## src/rtl/core/slpr_pkg.sv

```systemverilog
`timescale 1ns / 1ps
// ----------------------------------------------------------------------------
// Stereo line packet reassembler package
// Shared constants, codes and transaction types of the reassembler.
// ----------------------------------------------------------------------------
package slpr_pkg;

	// Geometry of the line store and of the IMU timestamp window.
	localparam int LINES    = 240;
	localparam int WINDOW   = 16;
	localparam int IDX_W    = (WINDOW > 1) ? $clog2(WINDOW) : 1;
	localparam int FILL_W   = $clog2(WINDOW + 1);
	localparam int STAMP_W  = 63;

	// Reset value of the accepted packet length.
	localparam logic [11:0] EXPECTED_LEN_RST = 12'd1294;

	// Packet type codes.
	localparam logic [7:0] KIND_LEFT    = 8'd1;
	localparam logic [7:0] KIND_RIGHT   = 8'd2;
	localparam logic [7:0] KIND_FEATURE = 8'd3;
	localparam logic [7:0] KIND_IMU     = 8'd4;

	// Image packet markers and the feature set range.
	localparam logic [7:0] MARK_START = 8'hAA;
	localparam logic [7:0] MARK_MID   = 8'h00;
	localparam logic [7:0] MARK_END   = 8'hBB;
	localparam logic [7:0] FSET_MIN   = 8'd1;
	localparam logic [7:0] FSET_MAX   = 8'd4;

	// Result action codes.
	localparam logic [2:0] ACT_IGNORE = 3'd0;
	localparam logic [2:0] ACT_LINE   = 3'd1;
	localparam logic [2:0] ACT_DONE   = 3'd2;
	localparam logic [2:0] ACT_SEQ    = 3'd3;
	localparam logic [2:0] ACT_OVER   = 3'd4;
	localparam logic [2:0] ACT_FEAT   = 3'd5;
	localparam logic [2:0] ACT_IMU    = 3'd6;

	// Header fields of one received packet.
	typedef struct packed {
		logic [11:0]        packet_len;
		logic [7:0]         kind;
		logic [7:0]         marker;
		logic [7:0]         count_byte;
		logic [15:0]        seq_image;
		logic [15:0]        seq_feature;
		logic [STAMP_W-1:0] time_stamp;
		logic [STAMP_W-1:0] arrival_time;
	} pkt_hdr_t;

	// Classification result of one packet.
	typedef struct packed {
		logic [2:0]         action;
		logic               eye;
		logic [7:0]         line_index;
		logic               frame_matched;
		logic [STAMP_W-1:0] matched_time;
		logic [2:0]         feature_set;
		logic [7:0]         feature_count;
	} pkt_res_t;

	// One window entry: IMU timestamp and its local arrival time.
	typedef struct packed {
		logic [STAMP_W-1:0] stamp;
		logic [STAMP_W-1:0] arrival;
	} win_entry_t;

	// Append request into the window.
	typedef struct packed {
		logic       en;
		win_entry_t entry;
	} win_wr_t;

	// Search request: start pulse and the frame timestamp to look up.
	typedef struct packed {
		logic               start;
		logic [STAMP_W-1:0] key;
	} srch_req_t;

	// Search response: one-cycle done pulse with the outcome.
	typedef struct packed {
		logic               done;
		logic               hit;
		logic [STAMP_W-1:0] arrival;
	} srch_rsp_t;

endpackage

```

## src/rtl/core/slpr_window.sv

```systemverilog
`timescale 1ns / 1ps
// ----------------------------------------------------------------------------
// IMU timestamp window
// Holds recorded (timestamp, arrival) pairs in a synchronous memory and
// searches them one entry per cycle for a frame timestamp.
// ----------------------------------------------------------------------------
module slpr_window (
	input  logic                 clk,
	input  logic                 arst_n,
	input  slpr_pkg::win_wr_t    wr,
	input  slpr_pkg::srch_req_t  req,
	output slpr_pkg::srch_rsp_t  rsp
);

	slpr_pkg::win_entry_t              mem [slpr_pkg::WINDOW];
	logic [slpr_pkg::FILL_W-1:0]       fill_q;
	logic [slpr_pkg::FILL_W-1:0]       fill_m1;
	logic [slpr_pkg::IDX_W-1:0]        addr_q;
	logic                              issue_q;
	logic                              last_issue;
	logic [slpr_pkg::STAMP_W-1:0]      key_q;
	slpr_pkg::win_entry_t              rdata_s1;
	logic                              rvld_s1;
	logic                              rlast_s1;
	logic                              hit;
	logic                              scan_end;
	slpr_pkg::srch_rsp_t               rsp_q;

	// The fill count is stable during a search, since no packet is taken then.
	assign fill_m1    = fill_q - slpr_pkg::FILL_W'(1);
	assign last_issue = (slpr_pkg::FILL_W'(addr_q) == fill_m1);
	assign hit        = rvld_s1 && (rdata_s1.stamp == key_q);
	assign scan_end   = hit || (rvld_s1 && rlast_s1);
	assign rsp        = rsp_q;

	// Memory write at the fill position and registered read at the scan address.
	always_ff @(posedge clk) begin
		if (wr.en) begin
			mem[fill_q[slpr_pkg::IDX_W-1:0]] <= wr.entry;
		end
		rdata_s1 <= mem[addr_q];
		rlast_s1 <= last_issue;
	end

	// Fill count: the window empties once the last entry is written.
	always_ff @(posedge clk or negedge arst_n) begin
		if (!arst_n) begin
			fill_q <= '0;
		end else if (wr.en) begin
			if (fill_q == slpr_pkg::FILL_W'(slpr_pkg::WINDOW - 1)) begin
				fill_q <= '0;
			end else begin
				fill_q <= fill_q + slpr_pkg::FILL_W'(1);
			end
		end
	end

	// Scan control: issue reads in order, compare each read entry in the next cycle, stop at
	// the first match or after the last filled entry.
	always_ff @(posedge clk or negedge arst_n) begin
		if (!arst_n) begin
			issue_q <= 1'b0;
			addr_q  <= '0;
			key_q   <= '0;
			rvld_s1 <= 1'b0;
			rsp_q   <= '0;
		end else begin
			rvld_s1 <= issue_q && !scan_end;
			if (req.start) begin
				key_q   <= req.key;
				addr_q  <= '0;
				issue_q <= (fill_q != '0);
			end else if (scan_end || (issue_q && last_issue)) begin
				issue_q <= 1'b0;
			end else if (issue_q) begin
				addr_q <= addr_q + slpr_pkg::IDX_W'(1);
			end
			// An empty window answers at once; otherwise the scan answers.
			if (req.start && (fill_q == '0)) begin
				rsp_q.done    <= 1'b1;
				rsp_q.hit     <= 1'b0;
				rsp_q.arrival <= '0;
			end else if (scan_end) begin
				rsp_q.done    <= 1'b1;
				rsp_q.hit     <= hit;
				rsp_q.arrival <= hit ? rdata_s1.arrival : '0;
			end else begin
				rsp_q.done <= 1'b0;
			end
		end
	end

endmodule

```

## src/rtl/core/stereo_line_packet_reassembler_unit.sv

```systemverilog
`timescale 1ns / 1ps
// ----------------------------------------------------------------------------
// Stereo line packet reassembler
// Classifies received packet headers, tracks image lines and frame sequence,
// and looks up finished frames in a window of recorded IMU timestamps.
// ----------------------------------------------------------------------------
// Results: registered; an end packet that completes a frame gets its result
// after the window scan, which compares one entry a cycle.
// Throughput: one packet per cycle outside frame completion while tx_stall
// does not hold a pending result; a completing end packet holds the input
// until its scan result is registered.
// Reset: asynchronous, clears all control state and the window fill count.
module stereo_line_packet_reassembler_unit (
	input  logic               clk,
	input  logic               arst_n,
	input  logic               rx_valid,
	output logic               rx_stall,
	input  slpr_pkg::pkt_hdr_t rx_item,
	output logic               tx_valid,
	input  logic               tx_stall,
	output slpr_pkg::pkt_res_t tx_item,
	input  logic               cfg_wr_en,
	input  logic [11:0]        cfg_wr_data
);

	typedef enum logic {
		ST_IDLE,
		ST_SEARCH
	} state_t;

	state_t                        state_q;
	logic [11:0]                   expected_len_q;
	logic [15:0]                   frame_seq_q;
	logic [7:0]                    left_line_q;
	logic [7:0]                    right_line_q;
	logic [slpr_pkg::STAMP_W-1:0]  left_stamp_q;
	logic [slpr_pkg::STAMP_W-1:0]  right_stamp_q;
	logic                          tx_valid_q;
	slpr_pkg::pkt_res_t            tx_item_q;

	logic                          accept;
	logic                          is_image;
	logic                          eye;
	logic                          is_start;
	logic                          is_mid;
	logic                          is_end;
	logic                          seq_ok;
	logic [7:0]                    cur_line;
	logic                          line_over;
	logic                          need_search;
	logic                          line_upd;
	logic [7:0]                    line_next;
	slpr_pkg::pkt_res_t            res;
	slpr_pkg::win_wr_t             win_wr;
	slpr_pkg::srch_req_t           srch_req;
	slpr_pkg::srch_rsp_t           srch_rsp;

	assign tx_valid = tx_valid_q;
	assign tx_item  = tx_item_q;
	assign rx_stall = (state_q != ST_IDLE) || (tx_valid_q && tx_stall);
	assign accept   = rx_valid && !rx_stall;

	// Image packet decode shared by both eyes.
	assign eye       = (rx_item.kind == slpr_pkg::KIND_RIGHT);
	assign is_image  = (rx_item.kind == slpr_pkg::KIND_LEFT) || eye;
	assign is_start  = (rx_item.marker == slpr_pkg::MARK_START);
	assign is_mid    = (rx_item.marker == slpr_pkg::MARK_MID);
	assign is_end    = (rx_item.marker == slpr_pkg::MARK_END);
	assign seq_ok    = (is_start && !eye) || (rx_item.seq_image == frame_seq_q);
	assign cur_line  = eye ? right_line_q : left_line_q;
	assign line_over = (cur_line >= 8'(slpr_pkg::LINES));

	// Classification of one packet and the line counter update it causes.
	always_comb begin
		res         = '0;
		res.action  = slpr_pkg::ACT_IGNORE;
		need_search = 1'b0;
		line_upd    = 1'b0;
		line_next   = '0;
		win_wr      = '0;
		if (rx_item.packet_len == expected_len_q) begin
			if (is_image && (is_start || is_mid || is_end)) begin
				res.eye = eye;
				if (!seq_ok) begin
					res.action = slpr_pkg::ACT_SEQ;
				end else if (is_start) begin
					res.action = slpr_pkg::ACT_LINE;
					line_upd   = 1'b1;
					line_next  = 8'd1;
				end else if (line_over) begin
					res.action = slpr_pkg::ACT_OVER;
					line_upd   = 1'b1;
				end else if (is_mid) begin
					res.action     = slpr_pkg::ACT_LINE;
					res.line_index = cur_line;
					line_upd       = 1'b1;
					line_next      = cur_line + 8'd1;
				end else begin
					res.action     = slpr_pkg::ACT_DONE;
					res.line_index = cur_line;
					line_upd       = 1'b1;
					need_search    = 1'b1;
				end
			end else if (rx_item.kind == slpr_pkg::KIND_FEATURE) begin
				if ((rx_item.marker >= slpr_pkg::FSET_MIN) &&
				    (rx_item.marker <= slpr_pkg::FSET_MAX)) begin
					if (rx_item.seq_feature != frame_seq_q) begin
						res.action = slpr_pkg::ACT_SEQ;
					end else begin
						res.action        = slpr_pkg::ACT_FEAT;
						res.feature_set   = rx_item.marker[2:0];
						res.feature_count = rx_item.count_byte;
					end
				end
			end else if (rx_item.kind == slpr_pkg::KIND_IMU) begin
				res.action          = slpr_pkg::ACT_IMU;
				win_wr.en           = accept;
				win_wr.entry.stamp   = rx_item.time_stamp;
				win_wr.entry.arrival = rx_item.arrival_time;
			end
		end
	end

	// Frame completion hands the frame timestamp to the window scan.
	assign srch_req.start = accept && need_search;
	assign srch_req.key   = eye ? right_stamp_q : left_stamp_q;

	slpr_window u_window (
		.clk    (clk),
		.arst_n (arst_n),
		.wr     (win_wr),
		.req    (srch_req),
		.rsp    (srch_rsp)
	);

	// Configuration register.
	always_ff @(posedge clk or negedge arst_n) begin
		if (!arst_n) begin
			expected_len_q <= slpr_pkg::EXPECTED_LEN_RST;
		end else if (cfg_wr_en) begin
			expected_len_q <= cfg_wr_data;
		end
	end

	// Frame context: sequence number, line counters and frame timestamps.
	always_ff @(posedge clk or negedge arst_n) begin
		if (!arst_n) begin
			frame_seq_q   <= '0;
			left_line_q   <= '0;
			right_line_q  <= '0;
			left_stamp_q  <= '0;
			right_stamp_q <= '0;
		end else if (accept && line_upd) begin
			if (eye) begin
				right_line_q <= line_next;
			end else begin
				left_line_q <= line_next;
			end
			if (is_start) begin
				if (eye) begin
					right_stamp_q <= rx_item.time_stamp;
				end else begin
					left_stamp_q <= rx_item.time_stamp;
					frame_seq_q  <= rx_item.seq_image;
				end
			end
		end
	end

	// Control state and the registered result transaction.
	always_ff @(posedge clk or negedge arst_n) begin
		if (!arst_n) begin
			state_q    <= ST_IDLE;
			tx_valid_q <= 1'b0;
			tx_item_q  <= '0;
		end else begin
			unique case (state_q)
				ST_IDLE: begin
					if (accept) begin
						tx_item_q <= res;
						if (need_search) begin
							state_q    <= ST_SEARCH;
							tx_valid_q <= 1'b0;
						end else begin
							tx_valid_q <= 1'b1;
						end
					end else if (!tx_stall) begin
						tx_valid_q <= 1'b0;
					end
				end
				ST_SEARCH: begin
					if (srch_rsp.done) begin
						tx_item_q.frame_matched <= srch_rsp.hit;
						tx_item_q.matched_time  <= srch_rsp.arrival;
						tx_valid_q              <= 1'b1;
						state_q                 <= ST_IDLE;
					end
				end
				default: begin
					state_q <= ST_IDLE;
				end
			endcase
		end
	end

endmodule

```

## config.mk

```make
export PLATFORM = sky130hd
export DESIGN_NAME = stereo_line_packet_reassembler_unit
export DESIGN_NICKNAME = d
export VERILOG_FILES = /design/src/rtl/core/slpr_pkg.sv /design/src/rtl/core/slpr_window.sv /design/src/rtl/core/stereo_line_packet_reassembler_unit.sv
export SDC_FILE = /design/constraint.sdc
export NUM_CORES = 2
export LEC_CHECK = 0
export BUFFER_PORTS_ARGS = -buffer_cell sky130_fd_sc_hd__buf_2
export CORE_AREA = 2 2 405 407
export CTS_BUF_LIST = sky130_fd_sc_hd__clkbuf_8 sky130_fd_sc_hd__clkbuf_16
export CTS_CLUSTER_SIZE = 24
export DETAILED_ROUTE_END_ITERATION = 8
export DIE_AREA = 0 0 407 409
export PLACE_DENSITY_LB_ADDON = 0.2
export RECOVER_POWER = 100
export SYNTH_ARGS = -nofsm -noshare
export SYNTH_HDL_FRONTEND = slang
export SYNTH_HIERARCHICAL = 1
export SYNTH_SLANG_ARGS = --single-unit
```

## constraint.sdc

```tcl
create_clock -name clk -period 19.02 [get_ports clk]
set_input_delay 3.804 -clock clk [delete_from_list [all_inputs] [get_ports clk]]
set_output_delay 3.804 -clock clk [all_outputs]
set_load 0.03 [all_outputs]
```

Yosys cells after proc, flatten, opt, wreduce, memory -nomap -nowiden
Memory sizes are Yosys's and may differ from the RTL's. A register that Yosys moved wholly into a read port is not among the register bits. Index checks and enable logic that the tools add are counted.

Bits in registers: 399. Latch bits: 0. RAM bits: 2016. Memory bits (read-only): 0. Input bits: 211. Memories kept: 1.

Memories: u_window.mem (depth 16, bits a word 126, read ports 1, clocked after memory_dff 1, wr ports 1, RTL line slpr_window.sv:15) `slpr_pkg::win_entry_t mem [slpr_pkg::WINDOW];`.

$add $sub $neg: 4. Multiply operators: 0. Div/mod/pow operators: 0. Magnitude comparators: 3. Eq/ne operators: 16. Shifts and indexed selects: 0. Muxes and demuxes: 64. Bitwise operators: 2. Reduce and logical (&&, ||, !) cells: 36.

Operators with widths (number): $mux 127 (4); $mux 64 (2); $pmux 64 s2 (1); $mux 63 (2); $mux 8 (10); $mux 75 (1); $mux 65 (1); $eq 63x63->1 (1); $mux 11 (5); $mux 3 (8); $mux 1 (21); $eq 16x16->1 (1); $eq 8x2->1 const B (2); $eq 8x8->1 const B (2); $ne 16x16->1 (1); $eq 12x12->1 (1); $logic_and 1x1->1 (12); $mux 12 (1); $mux 4 (3); $reduce_and 2->1 (6); $mux 9 (1); $add 8x1->8 const B (1); $eq 8x1->1 const B (1); $eq 8x3->1 const B (1); 22 further kinds (36).

Longest topological paths before layout
Depth after elaboration: 11. Depth in mapped cells: 13.

Cells and area by module
The synthesis kept the hierarchy.

Modules (own cells, without submodules): slpr_window (times used 1, cells each 3409, area each 84136.9 um^2); stereo_line_packet_reassembler_unit (times used 1, cells each 1249, area each 12817.3 um^2).

Least setup slack after synthesis
OpenSTA, ideal clock, no wires.

Path kind: in2reg. From: input rx_item[179] (netlist bit). To: memory u_window/mem[2][0] (netlist bit), enable pin. Library setup time: 765 ps. Arrival: 13777 ps. Required time: 18255 ps. Path slack: 4478 ps. Stages: 8. Cells stage by stage: or4_1 -> clkbuf_1 -> nor2_1 -> nand3_1 -> nor2_1 -> clkbuf_1 -> nand2_1 -> nor3_1.

RTL lines: start: declaration (RTL line stereo_line_packet_reassembler_unit.sv:18) `input slpr_pkg::pkt_hdr_t rx_item,`; end: declaration (RTL line slpr_window.sv:15).

==> flow_summary.json <==
{
  "clock_skew_ns": 0.0302,
  "synth_top_family_by_area": "multiplexers",
  "syn-cell-area_mm2": 0.0970,
  "violations": "capacitance limit, slew limit",
  "holdWs_ns": 0.436,
  "synth_compound_area_share_pct": 1.29,
  "synthTopCellsByArea": "edfxtp_1 62%, mux4_2 15%, dfrtp_1 10%",
  "cp_slowest_stage_delay_ns": 3.50,
  "grt_pass1_wl_mm": 323,
  "cp_max_fo": 58,
  "nets": 5256,
  "placed_cells": 6974,
  "cts_sinks": 2541,
  "synth.area.mux_share_pct": 17.4,
  "post_drt_wl_per_cell_um": 29.6,
  "cts_tree": "built",
  "yosys_warnings": 6,
  "clk_path_buf_depth": 3,
  "vias": 46770,
  "post_cts_buffers": 0,
  "cp-start-kind": "input pin",
  "seq_area_frac_synth_pct": 75.3,
  "finalSetupTns_ns": 0,
  "cap_violations": 69,
  "drt_first_pass_iters": 5,
  "place_hpwl_mm": 121,
  "async_reset_ff_share_pct": 15.7,
  "die_w_um": 407,
  "h-tree-depth": 4,
  "critPathTopFamily": "buffers and inverters",
  "reg2reg_from": "state_q",
  "period_needed_ns": 13.40,
  "synth-simple-area-share_pct": 3.60,
  "crit_buf_inv": 4,
  "cts_buffers": 238,
  "syn_nets": 4875,
  "place_congestion": 0.810,
  "avgSynthCellArea_um2": 20.8,
  "slew_headroom_pct": -461,
  "worst_slew_pin_slew_ns": 8.42,
  "syn2layout_area_growth_pct": 11.5,
  "die_h_um": 409,
  "first_iter_violations": 5288,
  "finalCritPeriodShare_pct": 70.4,
  "hold_buffers": 0,
  "synth_top_cell_by_area": "edfxtp_1",
  "drc": 0,
  "synth_cells": 4658,
  "port_buffers": 299,
  "drtAntennaViolNets": 0,
  "cts-root-buf": "clkbuf_16",
  "whs_path_depth": 1,
  "rows": 148,
  "hold_viol": 0,
  "place_ws_ns": 9.89,
  "endpoint_kind": "flop",
  "rsz0062_at_grt": "no",
  "slowest_stage": "clkbuf_1",
  "drive_gt1_share_pct": 26.4,
  "p_leak_nw": 42.6,
  "hold_end": "u_window/rsp[21]",
  "grt_pass1_vias": 47555,
  "worst_r2r_endpoint": "u_window/mem[3][54]",
  "rrSetupSlack_ns": 8.05,
  "min-delay-path-class": "flop to flop",
  "io_pins": 300,
  "core_area_mm2": 0.162,
  "fin_ws_ns": 5.62,
  "ys_ff_latch": 2541,
  "finalSetupViolCount": 0,
  "grt_max_degree": 148,
  "arrival_ns": 13.73,
  "finalMaxSlewViolations": 3174,
  "path_common_cell": "clkbuf_1",
  "max_freq_mhz": 74.6,
  "ir_drop_mv": 0.102,
  "synth_edf_count": 2016,
  "crit_required_ns": 19.36,
  "antenna_found_initial": 21,
  "hold_start": "u_window/rdata_s1[21]",
  "cts_resized": 0,
  "start_util_pct": 59.8,
  "final.fill_count": 10394,
  "yosysUniqueCellTypes": 74,
  "clkLatencyLatePin_ns": 0.87,
  "grt_overflow_total": 0,
  "synth_xor_area_share_pct": 0.985,
  "viasPerCell": 6.30,
  "crit_type": "input pin to flop",
  "die_area_mm2": 0.166,
  "clk_pin_slew_ns": 0.06,
  "path_cells": "buf_2 -> a21oi_1 -> nand2_1 -> clkbuf_1 -> or4_1 -> nor2_1 -> nand2_1 -> nor3_1 -> clkbuf_1 -> clkbuf_1",
  "synthAdderAreaFrac_pct": 0.0774,
  "instances_no_fill": 7427,
  "reg2reg_depth": 9,
  "routed_wl_mm": 220,
  "ys.flop_type": "edfxtp_1",
  "gr-usage-all-layers_pct": 26.9,
  "yosysTopAreaCellShare_pct": 62.4,
  "powerDensity_mw_per_mm2": 99.2,
  "status": "complete, but fails checks"
}
cell usage after synthesis, types with 9 or more instances:
master	n
edfxtp_1	2016
mux4_2	630
dfrtp_1	393
nand2_1	361
clkbuf_1	153
mux2_2	144
dfxtp_1	127
and2_1	126
xnor2_1	82
nand3_1	74
a22o_1	72
mux2_4	60
nor2_1	39
buf_1	35
buf_2	35
inv_1	27
nand4_1	27
xor2_1	27
o21ai_0	22
nor4_1	19
a21oi_1	17
nand2b_1	14
buf_6	13
nor2b_1	13
mux2_1	12
nor3_1	9
o21ai_1	9
registers in the layout, indices dropped and copies added, names as in the netlist:
| name | count |
|---|---|
| expected_len_q | 12 |
| frame_seq_q | 16 |
| left_line_q | 8 |
| left_stamp_q | 63 |
| right_line_q | 8 |
| right_stamp_q | 63 |
| state_q | 1 |
| tx_item | 87 |
| tx_valid | 1 |
| u_window/addr_q | 4 |
| u_window/fill_q | 5 |
| u_window/issue_q | 1 |
| u_window/key_q | 63 |
| u_window/mem | 2016 |
| u_window/rdata_s1 | 126 |
| u_window/rlast_s1 | 1 |
| u_window/rsp | 65 |
| u_window/rvld_s1 | 1 |
placed cells by master (no fill, tap or decap), types with 24 or more instances in the layout:
| cell type | n |
|---|---|
| mux2_1 | 70 |
| inv_1 | 88 |
| nand4_1 | 27 |
| dfxtp_1 | 127 |
| clkinv_1 | 38 |
| buf_2 | 207 |
| and2_0 | 127 |
| mux2_2 | 144 |
| nand3_1 | 74 |
| nand2_1 | 360 |
| nor2_1 | 32 |
| xnor2_1 | 82 |
| a22o_1 | 72 |
| clkinv_2 | 33 |
| o21ai_0 | 32 |
| dfrtp_1 | 389 |
| mux4_2 | 630 |
| clkbuf_8 | 24 |
| clkbuf_1 | 153 |
| edfxtp_1 | 2016 |
| xor2_1 | 27 |
| clkbuf_16 | 243 |
through the flow:
step | total power [W] | instance area (µm²) | util [%]
global placement | 0.00612 | 101000 | 62.3
global route | 0.0110 | 108000 | 66.7
finish | 0.0107 | 108000 | 66.7
floorplan | 0.00606 | 97000 | -
CTS | 0.0108 | 109000 | 67.1
detailed placement | 0.00612 | 101000 | 62.3
cell type report:
cell class | instances | area, µm² | area share [%]
clock buffers | 267 | 6410 | 5.93
clock inverters | 178 | 1470 | 1.36
inverters | 28 | 105 | 0.0972
multi-input cells | 1846 | 22500 | 20.8
well taps | 2175 | 2720 | 2.52
flip-flops and latches | 2541 | 73100 | 67.6
diodes | 8 | 20.0 | 0.0185
repair buffers | 384 | 1820 | 1.68
worst max path at each step:
stage | start | end | depth (start not counted)
3_5_place_dp | tx_stall | u_window/mem[12][52] | 9
6_report | tx_stall | u_window/mem[3][54] | 10
2_1_floorplan | rx_item[179] | u_window/mem[2][0] | 8
4_1_cts | tx_stall | u_window/mem[12][55] | 9
3_3_place_gp | tx_stall | u_window/mem[12][55] | 9
5_1_grt | tx_stall | u_window/mem[3][44] | 10
kinds of logic after synthesis:
kind of cell	after synthesis
DFF	2541
adders and majority gates	6
xor gates and xnor gates	109
AOI/OAI and AO/OA	161
and+or+nand+nor	718
buffers and inverters	271
muxes	852
metal layers:
metal  track usage [%]  part of all wire (%)  vias to the layer above
li1                  -                     -                    19475
met1              39.6                    41                    24885
met2              41.4                    48                     2093
met3              5.75                   8.6                      307
met4              7.77                   2.6                       10
met5                 0                 0.027                        -
power breakdown:
part	switching (W)	leakage, nW	internal (W)	total, W
sequential	0.00000209	29.6	0.00593	0.00593
combinational	0.0000506	8.95	0.0000243	0.0000749
clock	0.00201	4.09	0.00271	0.00472
total	0.00207	42.6	0.00866	0.0107
worst reg2reg max path, delay by kind of cell, from the launching register on:
kind                   cells  cell delay, ns
AOI/OAI and AO/OA          1            0.29
buffers and inverters      3            6.86
DFF                        1            0.59
and+or+nand+nor            5            2.66
Note: power is estimated with default switching activity, not from simulation.
